## src/design/bmt_pkg.sv

```systemverilog
`timescale 1ns / 1ps
// ----------------------------------------------------------------------------
// bmt_pkg
// Shared types and constants for the bracket match tracker: the transfer
// structs, the bracket record, the command, kind and status codes, and the
// stack cell operations.
// ----------------------------------------------------------------------------
package bmt_pkg;

  localparam int STACK_DEPTH = 32;
  localparam int CNT_W       = $clog2(STACK_DEPTH + 1);

  localparam logic [1:0] CMD_OPEN  = 2'd0;
  localparam logic [1:0] CMD_CLOSE = 2'd1;
  localparam logic [1:0] CMD_FLUSH = 2'd2;

  localparam logic [1:0] KIND_STATUS   = 2'd0;
  localparam logic [1:0] KIND_MISMATCH = 2'd1;
  localparam logic [1:0] KIND_HILITE   = 2'd2;

  localparam logic [1:0] ST_OK        = 2'd0;
  localparam logic [1:0] ST_HILITE    = 2'd1;
  localparam logic [1:0] ST_UNMATCHED = 2'd2;
  localparam logic [1:0] ST_OVERFLOW  = 2'd3;

  typedef struct packed {
    logic [15:0] line;
    logic [15:0] col;
    logic [7:0]  ch;
  } brec_t;

  typedef struct packed {
    logic [1:0]  cmd;
    logic [7:0]  bracket_char;
    logic [15:0] text_line;
    logic [15:0] text_col;
    logic [23:0] char_offset;
  } in_item_t;

  typedef struct packed {
    logic [1:0]  kind;
    logic [1:0]  status;
    logic [15:0] rec_line;
    logic [15:0] rec_col;
    logic [7:0]  rec_char;
    logic        last;
  } out_item_t;

  typedef enum logic [1:0] {
    STK_HOLD,
    STK_PUSH,
    STK_POP
  } stk_op_t;

  typedef struct packed {
    stk_op_t op;
    brec_t   push_rec;
  } stk_ctrl_t;

endpackage

```

## src/design/bmt_cell.sv

```systemverilog
`timescale 1ns / 1ps
// ----------------------------------------------------------------------------
// bmt_cell
// One stack slot. Takes the record from above on a push, from below on a
// pop, and holds otherwise.
// ----------------------------------------------------------------------------
module bmt_cell (
  input  logic           clk,
  input  bmt_pkg::stk_op_t op,
  input  bmt_pkg::brec_t from_above,
  input  bmt_pkg::brec_t from_below,
  output bmt_pkg::brec_t q
);
  import bmt_pkg::*;

  brec_t rec_r;
  brec_t rec_nxt;

  always_comb begin
    case (op)
      STK_PUSH: rec_nxt = from_above;
      STK_POP:  rec_nxt = from_below;
      default:  rec_nxt = rec_r;
    endcase
  end

  always_ff @(posedge clk) begin
    rec_r <= rec_nxt;
  end

  assign q = rec_r;

endmodule

```

## src/design/bmt_stack.sv

```systemverilog
`timescale 1ns / 1ps
// ----------------------------------------------------------------------------
// bmt_stack
// Shift stack built as a row of cells. Cell 0 is the top; a push moves every
// record one cell down, a pop one cell up.
// ----------------------------------------------------------------------------
module bmt_stack (
  input  logic              clk,
  input  bmt_pkg::stk_ctrl_t ctrl,
  output bmt_pkg::brec_t    top_rec
);
  import bmt_pkg::*;

  brec_t cell_q [STACK_DEPTH];

  for (genvar i = 0; i < STACK_DEPTH; i++) begin : g_cell
    brec_t above;
    brec_t below;

    if (i == 0) begin : g_top
      assign above = ctrl.push_rec;
    end else begin : g_mid
      assign above = cell_q[i-1];
    end

    // bottom cell refills from itself; that slot lies beyond the count
    if (i == STACK_DEPTH - 1) begin : g_bot
      assign below = cell_q[i];
    end else begin : g_up
      assign below = cell_q[i+1];
    end

    bmt_cell u_cell (
      .clk        (clk),
      .op         (ctrl.op),
      .from_above (above),
      .from_below (below),
      .q          (cell_q[i])
    );
  end

  assign top_rec = cell_q[0];

endmodule

```

## src/design/bracket_match_tracker_core.sv

```systemverilog
`timescale 1ns / 1ps
// ----------------------------------------------------------------------------
// bracket_match_tracker_core
// Bracket tracker: keeps open brackets on a shift stack of cells, reports
// mismatched records on close and flush, and tracks the cursor highlight.
// ----------------------------------------------------------------------------
//
//   channel | direction | handshake          | payload
//   --------+-----------+--------------------+------------------------------
//   in_     | input     | in_valid/in_stall  | in_data  (in_item_t)
//   out_    | output    | out_valid/out_stall| out_data (out_item_t)
//   cfg_    | input     | cfg_valid/cfg_ready| cfg_data (cursor offset, 24b)
//
// An open's single result is loaded on its accept edge. A close or flush
// enters a busy state, then loads its results in turn; the stack pops one
// cell per cycle while out_ is free. Reset (rst_n low, synchronous) clears
// the count, highlight, cursor and output valid; stack cells and payloads
// are not reset. in_ stalls while a close or flush runs or out_ is blocked;
// a stall on out_ holds the output register and freezes the sequencer.
// ----------------------------------------------------------------------------
module bracket_match_tracker_core (
  input  logic                clk,
  input  logic                rst_n,
  input  logic                in_valid,
  output logic                in_stall,
  input  bmt_pkg::in_item_t   in_data,
  output logic                out_valid,
  input  logic                out_stall,
  output bmt_pkg::out_item_t  out_data,
  input  logic                cfg_valid,
  output logic                cfg_ready,
  input  logic [23:0]         cfg_data
);
  import bmt_pkg::*;

  typedef enum logic [1:0] {
    S_IDLE,
    S_CLOSE,
    S_FLUSH
  } state_t;

  state_t          state_r, state_nxt;
  logic [CNT_W-1:0] count_r, count_nxt;
  brec_t           hl_r, hl_nxt;
  logic [23:0]     cursor_r;
  logic [7:0]      match_ch_r, match_ch_nxt;
  logic            at_cursor_r, at_cursor_nxt;
  logic            out_valid_r, out_valid_nxt;
  out_item_t       out_r, out_nxt;

  stk_ctrl_t       stk_ctrl;
  brec_t           top_rec;
  brec_t           in_rec;

  logic            out_free;
  logic            in_xfer;
  logic            cnt_full;
  logic            cnt_empty;
  logic            in_at_cursor;

  // Output register frees up when empty or when its transfer completes.
  assign out_free  = !out_valid_r || !out_stall;
  assign in_stall  = !((state_r == S_IDLE) && out_free);
  assign in_xfer   = in_valid && !in_stall;
  assign cfg_ready = 1'b1;

  assign cnt_full     = (count_r == CNT_W'(STACK_DEPTH));
  assign cnt_empty    = (count_r == '0);
  assign in_at_cursor = (in_data.char_offset == cursor_r);

  assign in_rec = '{line: in_data.text_line, col: in_data.text_col,
                    ch: in_data.bracket_char};

  bmt_stack u_stack (
    .clk     (clk),
    .ctrl    (stk_ctrl),
    .top_rec (top_rec)
  );

  function automatic out_item_t mk_out(logic [1:0] kind, logic [1:0] status,
                                       brec_t r, logic last);
    out_item_t o;
    o.kind     = kind;
    o.status   = status;
    o.rec_line = r.line;
    o.rec_col  = r.col;
    o.rec_char = r.ch;
    o.last     = last;
    return o;
  endfunction

  always_comb begin
    state_nxt     = state_r;
    count_nxt     = count_r;
    hl_nxt        = hl_r;
    match_ch_nxt  = match_ch_r;
    at_cursor_nxt = at_cursor_r;
    out_nxt       = out_r;
    out_valid_nxt = out_valid_r && out_stall;
    stk_ctrl.op       = STK_HOLD;
    stk_ctrl.push_rec = in_rec;

    case (state_r)
      S_IDLE: begin
        if (in_xfer) begin
          case (in_data.cmd)
            CMD_OPEN: begin
              out_valid_nxt = 1'b1;
              if (cnt_full) begin
                // drop the push and flag it
                out_nxt = mk_out(KIND_STATUS, ST_OVERFLOW, '0, 1'b1);
              end else begin
                stk_ctrl.op = STK_PUSH;
                count_nxt   = count_r + 1'b1;
                if (in_at_cursor) begin
                  hl_nxt  = in_rec;
                  out_nxt = mk_out(KIND_STATUS, ST_HILITE, '0, 1'b1);
                end else begin
                  out_nxt = mk_out(KIND_STATUS, ST_OK, '0, 1'b1);
                end
              end
            end
            CMD_CLOSE: begin
              match_ch_nxt  = in_data.bracket_char;
              at_cursor_nxt = in_at_cursor;
              state_nxt     = S_CLOSE;
            end
            CMD_FLUSH: begin
              state_nxt = S_FLUSH;
            end
            default: ;  // unused command: no result
          endcase
        end
      end

      S_CLOSE: begin
        if (out_free) begin
          out_valid_nxt = 1'b1;
          if (cnt_empty) begin
            out_nxt   = mk_out(KIND_STATUS, ST_UNMATCHED, '0, 1'b1);
            state_nxt = S_IDLE;
          end else begin
            stk_ctrl.op = STK_POP;
            count_nxt   = count_r - 1'b1;
            if (top_rec.ch != match_ch_r) begin
              out_nxt = mk_out(KIND_MISMATCH, ST_OK, top_rec, 1'b0);
            end else begin
              state_nxt = S_IDLE;
              if (at_cursor_r) begin
                hl_nxt  = top_rec;
                out_nxt = mk_out(KIND_STATUS, ST_HILITE, '0, 1'b1);
              end else if (top_rec == hl_r) begin
                hl_nxt.ch = '0;
                out_nxt   = mk_out(KIND_STATUS, ST_HILITE, '0, 1'b1);
              end else begin
                out_nxt = mk_out(KIND_STATUS, ST_OK, '0, 1'b1);
              end
            end
          end
        end
      end

      S_FLUSH: begin
        if (out_free) begin
          out_valid_nxt = 1'b1;
          if (!cnt_empty) begin
            stk_ctrl.op = STK_POP;
            count_nxt   = count_r - 1'b1;
            // last record ends the flush when there is no highlight to report
            if ((count_r == CNT_W'(1)) && (hl_r.ch == '0)) begin
              out_nxt   = mk_out(KIND_MISMATCH, ST_OK, top_rec, 1'b1);
              hl_nxt    = '0;
              state_nxt = S_IDLE;
            end else begin
              out_nxt = mk_out(KIND_MISMATCH, ST_OK, top_rec, 1'b0);
            end
          end else begin
            if (hl_r.ch != '0) begin
              out_nxt = mk_out(KIND_HILITE, ST_OK, hl_r, 1'b1);
            end else begin
              out_nxt = mk_out(KIND_STATUS, ST_OK, '0, 1'b1);
            end
            hl_nxt    = '0;
            state_nxt = S_IDLE;
          end
        end
      end

      default: state_nxt = S_IDLE;
    endcase
  end

  always_ff @(posedge clk) begin
    // Payload registers: no reset needed.
    match_ch_r  <= match_ch_nxt;
    at_cursor_r <= at_cursor_nxt;
    out_r       <= out_nxt;
    if (!rst_n) begin
      state_r     <= S_IDLE;
      count_r     <= '0;
      hl_r        <= '0;
      cursor_r    <= '0;
      out_valid_r <= 1'b0;
    end else begin
      state_r     <= state_nxt;
      count_r     <= count_nxt;
      hl_r        <= hl_nxt;
      out_valid_r <= out_valid_nxt;
      if (cfg_valid && cfg_ready) begin
        cursor_r <= cfg_data;
      end
    end
  end

  assign out_valid = out_valid_r;
  assign out_data  = out_r;

  // --------------------------------------------------------------------------
  // Assertions
  // --------------------------------------------------------------------------
  a_count_bound: assert property (@(posedge clk) disable iff (!rst_n)
    count_r <= CNT_W'(STACK_DEPTH))
    else $error("stack count beyond depth");

  a_overflow_hold: assert property (@(posedge clk) disable iff (!rst_n)
    (in_xfer && (in_data.cmd == CMD_OPEN) && cnt_full) |=> $stable(count_r))
    else $error("overflowing push changed the stack count");

  a_last_idle: assert property (@(posedge clk) disable iff (!rst_n)
    (out_free && out_valid_nxt && out_nxt.last && (state_r != S_IDLE))
      |=> (state_r == S_IDLE))
    else $error("final result loaded but sequencer still busy");

  a_flush_clears: assert property (@(posedge clk) disable iff (!rst_n)
    ((state_r == S_FLUSH) && out_free && cnt_empty) |=> (hl_r == '0))
    else $error("flush left a highlight behind");

endmodule

```

## config.mk

```make
export PLATFORM = sky130hd
export DESIGN_NAME = bracket_match_tracker_core
export DESIGN_NICKNAME = d
export VERILOG_FILES = /design/src/design/bmt_pkg.sv /design/src/design/bmt_cell.sv /design/src/design/bmt_stack.sv /design/src/design/bracket_match_tracker_core.sv
export SDC_FILE = /design/constraint.sdc
export NUM_CORES = 2
export LEC_CHECK = 0
export ABC_AREA = 1
export BUFFER_PORTS_ARGS = -buffer_cell sky130_fd_sc_hd__buf_2
export CAP_MARGIN = 10
export CORE_MARGIN = 4
export CORE_UTILIZATION = 67
export CTS_CLUSTER_SIZE = 30
export DETAILED_ROUTE_END_ITERATION = 10
export PLACE_DENSITY = 0.85
export SYNTH_ARGS = -nofsm -noshare
export SYNTH_HDL_FRONTEND = slang
export SYNTH_SLANG_ARGS = --single-unit
export TNS_END_PERCENT = 20
```

## constraint.sdc

```tcl
create_clock -name clk -period 67.1 [get_ports clk]
set_input_delay 10.065 -clock clk [delete_from_list [all_inputs] [get_ports clk]]
set_output_delay 10.065 -clock clk [all_outputs]
set_load 0.02 [all_outputs]
```

======== Yosys cells after proc, flatten, opt, wreduce, memory -nomap -nowiden ========
Cells that the tools add are included.
word-level totals
  flip-flop bits (word level) ............. 1407
  output and inout port bits .............. 48
  input bits .............................. 95
cells by class
  multiplexer cells ....................... 84
  reduce and logical (&&, ||, !) cells .... 23
  eq/ne operators ......................... 26
  $add $sub $neg .......................... 2
operator list
  cell                  count
  $pmux W40 S2          31
  $mux W40              10
  $mux W45              6
  $pmux W45 S3          1
  $mux W42              3
  $pmux W40 S3          1
  $mux W44              2
  $mux W43              1
  $eq A40 B40 Y1        1
  $mux W32              1
  $mux W6               5
  $eq A24 B24 Y1        1
  $reduce_and A11 Y1    2
  $mux W2               9
  $ne A2 B2 Y1 const B  9
  $mux W8               2
  $pmux W6 S2           1
  $reduce_and A6 Y1     2
  $ne A3 B3 Y1 const B  3
  $logic_not A8 Y1      1
  $ne A8 B8 Y1          1
  $pmux W2 S2           2
  $reduce_bool A8 Y1    1
  $mux W1               7
  other kinds (20)      32

======== Logic depth before layout (Yosys ltp) ========
  depth in word-level cells ............... 8
  depth in mapped cells ................... 16
  depth with buffers taken out ............ 14

======== Modules after synthesis ========
From an unflattened synthesis, not the netlist that was laid out.
unflattened totals
  cells, all modules ...................... 6615
  area, all modules ....................... 65865.7 um2
modules (own cells, without submodules)
  module                      cells an instance  instances  area each (um2)
  bmt_cell                    173                32         1825.5
  bracket_match_tracker_core  1079               1          7449.6

======== Least setup slack after synthesis ========
OpenSTA, ideal clock, no wires.
  path kind ............................... input to register
  start ................................... input out_stall
  end ..................................... register u_stack.g_cell[0].u_cell.rec_r, in the netlist u_stack.g_cell[0].u_cell.q[0] (enable)
  setup time .............................. 1.579 ns
  required time ........................... 65.521 ns
  data arrival time ....................... 34.736 ns
  stages on the path ...................... 7
  buffers on the path ..................... 0
  slack ................................... 30.785 ns
  cell sequence ........................... nand2_1 nand3_1 nor2_1 nand2_1 nor2_1 ha_1 inv_1
on the way
  longest elaborated chain between the ends .. 8
  elaborated cells between the ends (all ways) .. 10
  those cells by class .................... eq/ne: 2; mux: 3; reduce/logical: 5
ends and longest elaborated chain
  what                                                 line                               source
  start: declaration                                   bracket_match_tracker_core.sv:28   input logic out_stall,
  $logic_not A1 Y1 (*)                                 bracket_match_tracker_core.sv:62   assign out_free = !out_valid_r || !out_stall;
  $logic_or A1 B1 Y1 (*)                               bracket_match_tracker_core.sv:62
  $logic_and A1 B1 Y1                                  bracket_match_tracker_core.sv:63   assign in_stall = !((state_r == S_IDLE) && out_free);
  $logic_and A1 B1 Y1                                  bracket_match_tracker_core.sv:64   assign in_xfer = in_valid && !in_stall;
  $mux W1                                              bracket_match_tracker_core.sv:105  if (in_xfer) begin
  $pmux W2 S2 (*)                                      bracket_match_tracker_core.sv:103  case (state_r)
  $eq A2 B2 Y1 / $eq A2 B1 Y1 (equally long branches)  bmt_cell.sv:20                     case (op)
  $reduce_bool A2 Y1 (no line) (*)                     -
  end signal: assignment                               bmt_cell.sv:28                     rec_r <= rec_nxt;
  end: declaration                                     bmt_cell.sv:16                     brec_t rec_r;
Every way passes the cells marked *; elsewhere a longest branch is shown, timed or not.
A chain may end at the register's enable or synchronous reset.

======== Worst setup path after layout ========
  start ................................... input out_stall
  end ..................................... output in_stall
on the way
  longest elaborated chain between the ends .. 4
ends and longest elaborated chain
  what                 line                              source
  $logic_not A1 Y1     bracket_match_tracker_core.sv:62
  $logic_or A1 B1 Y1   bracket_match_tracker_core.sv:62
  $logic_and A1 B1 Y1  bracket_match_tracker_core.sv:63
  $logic_not A1 Y1     bracket_match_tracker_core.sv:63
  end: declaration     bracket_match_tracker_core.sv:25  output logic in_stall,
No other way between the ends.

==> run metrics <==
ys async rst share=0; Final Net Count=5,600; leakage power=0.0244 uW; sequential power share=0.484; remaining global-route overflow=0; CP Launch Type=input port; Final Hold Vio Count=0; Net Sw Frac=0.368; fin. max-slew vios=0; most common flop cell mapped by yosys=edfxtp_1; crit path DAT=10,500 ps; reg2reg start=state_r[1]; Post-synth EDFFs=1,334; P per Cell Area=59.3 nW/um^2; combinational share of power=0.324; required time worst endpoint=57,030 ps; RR Endpoint=u_stack.g_cell[12].u_cell.q[25]; post-cts sizing count=0; share of layout cells above drive strength 1=0.0737; Die Ht=306 microns; Clock Latency Late Sink=750 ps; Max VDD drop=71.8 uV; RSZ-0062 raised after global routing=false; vias in the first global route=37,100; first-pass GRT wire length=185,000 microns; Reg clk slew, reported paths=60 ps; via count=38,700; area of the mapped netlist=59,500 sq um; CTS root buf=clkbuf_16; hold_sp=u_stack.g_cell[30].u_cell.q[12]; Starting Density=0.674; status=finished, final reports clean; worst-path fanout max=4; antenna-violating nets left=0; Port Buffers=141; Die Area=93,700 sq um; routability cong.=0.861; initial antenna violation count=2; CP endpoint kind=output pin; Final setup viols=0; TritonCTS Sinks=1,407; Syn Area/Cell=10.8 sq um; clock power share=0.192; Internal=2440 uW; core area=88,200 sq um; Worst R2R Path Depth=11; CTS tree=done; Synth Register Bits=1,407; worst hold endpoint=u_stack.g_cell[31].u_cell.q[12]; vias per cell=5.72; FF-to-FF setup slack=60,160 ps; Area Growth Syn to Fin=9.30%; Yosys warning total=0; Setup CP Type=input port to output pin; total CTS buffers=138; P_sw=1420 uW; Least-Margin Pin Slew=1180 ps; most common cell in the netlist=edfxtp_1; Clock Tree Buf Depth=3; CTS Hold Bufs=0; Final min period=20,560 ps; drt pass-1 iters=6; setup repair bufs after CTS=0; Cells on Worst Hold Path=0; fill cell count=5,352; Syn Inst Count=5,491; skew final=34.2 ps; Yosys cell types=35; DRT iter0 DRCs=4,489; FP Rows=109; area leader, netlist=edfxtp_1; synth top area cells=edfxtp_1 (67%), o21ai_0 (5.7%), nand2_1 (5.2%); DRC=0; Synth top area share=0.673; DP Wirelength=67,200 microns; pin count of the biggest net entering global routing=325; Commonest cells post-synth=edfxtp_1 (1,334), nand2_1 (831), inv_1 (730); total of max-cap violations=0; wire per inst=17.1 microns; I/O pins=143; final wirelength=116,000 microns; setup TNS=0 ps; Tot GR Track Use=0.241; worst hold margin=445 ps; H-tree depth=4; Hold Crit Class=register to register; syn_nets=5,595; Rel. slew slack=0.213; Max Fclk=48.6 MHz; fin crit share=0.306; Seq/Total Area, Yosys=0.698; die width=306 microns
[metal layers]
layer / global-route usage / up-vias / wire (microns)
met5: 0 / - / 0
met4: 0.0914 / 0 / 3720
met3: 0.0386 / 263 / 7480
met2: 0.396 / 1466 / 57100
met1: 0.329 / 18400 / 47700
li1: - / 18600 / -
[logic make-up after synthesis]
| family | count (synthesis) | share of synthesized area |
|---|---|---|
| adders and majority gates | 9 | 0.00189 |
| DFF | 1407 | 0.698 |
| muxes | 32 | 0.00605 |
| xor gates and xnor gates | 49 | 0.00721 |
| buffers and inverters | 1046 | 0.0680 |
| and+or+nand+nor | 1595 | 0.103 |
| AOI/OAI and AO/OA | 1352 | 0.116 |
| other | 1 | 0.0000630 |
[cells in the final DEF (no fill, tap or decap), types with 5 or more instances in the layout]
cell type	n
edfxtp_1	1334
nand2_1	831
inv_1	729
nor2_1	710
o21ai_0	675
a21oi_1	590
buf_2	141
clkbuf_16	139
dfxtp_1	73
o22ai_1	66
xnor2_1	48
clkbuf_1	38
mux2_2	32
buf_4	31
clkinv_1	25
nand4_1	22
clkinv_2	22
nand3_1	14
a211oi_1	9
a32oi_1	8
ha_1	7
clkinv_8	7
bufinv_16	7
nand2_2	6
nor3_1	6
inv_6	5
buf_12	5
[critical path: stages]
cell and delay, ps:
buf_2 90, nand2_1 110, nand2_1 60, buf_2 160
[sequential cells by signal (all words and copies together) (netlist names)]
register / flops
u_stack.g_cell.u_cell.q: 1280
out_data: 45
hl_r: 40
cursor_r: 24
match_ch_r: 8
count_r: 6
state_r: 2
at_cursor_r: 1
out_valid: 1
[power groups by stage]
stage | clock network, uW | registers, uW | logic, uW
floorplan | 0 | 2410 | 929
global placement | 0 | 1850 | 1140
detailed placement | 0 | 1870 | 1220
CTS | 752 | 1860 | 1250
global route | 790 | 1900 | 1410
finish | 741 | 1860 | 1250
[stage by stage]
step	area, sq um	setup WS (ps)	total power (uW)	utilization	cells
CTS	65000	46530	3860	0.737	6770
finish	65000	46540	3860	0.737	6771
global route	65000	46490	4110	0.737	6771
floorplan	59500	30790	3340	-	5491
detailed placement	60800	46540	3090	0.689	6521
global placement	60800	46500	2990	0.689	6521
[worst max path at each step]
stage,cells after the start,start,slack [ps],to
floorplan,7,out_stall,30790,u_stack.g_cell[0].u_cell.q[0]
global placement,4,out_stall,46500,in_stall
finish,4,out_stall,46540,in_stall
CTS,4,out_stall,46530,in_stall
detailed placement,4,out_stall,46540,in_stall
global route,4,out_stall,46490,in_stall
[cell type report]
type	count	area (sq um)	area share
sequential	1407	41500	0.638
antenna	1	2.50	0.0000385
tap	1165	1460	0.0224
clock inverter	70	641	0.00985
inverter	734	2760	0.0425
clock buffer	179	3650	0.0561
multi-input combinational	3038	14000	0.215
timing repair buffer	177	1040	0.0160
(Power assumes the default switching activity.)
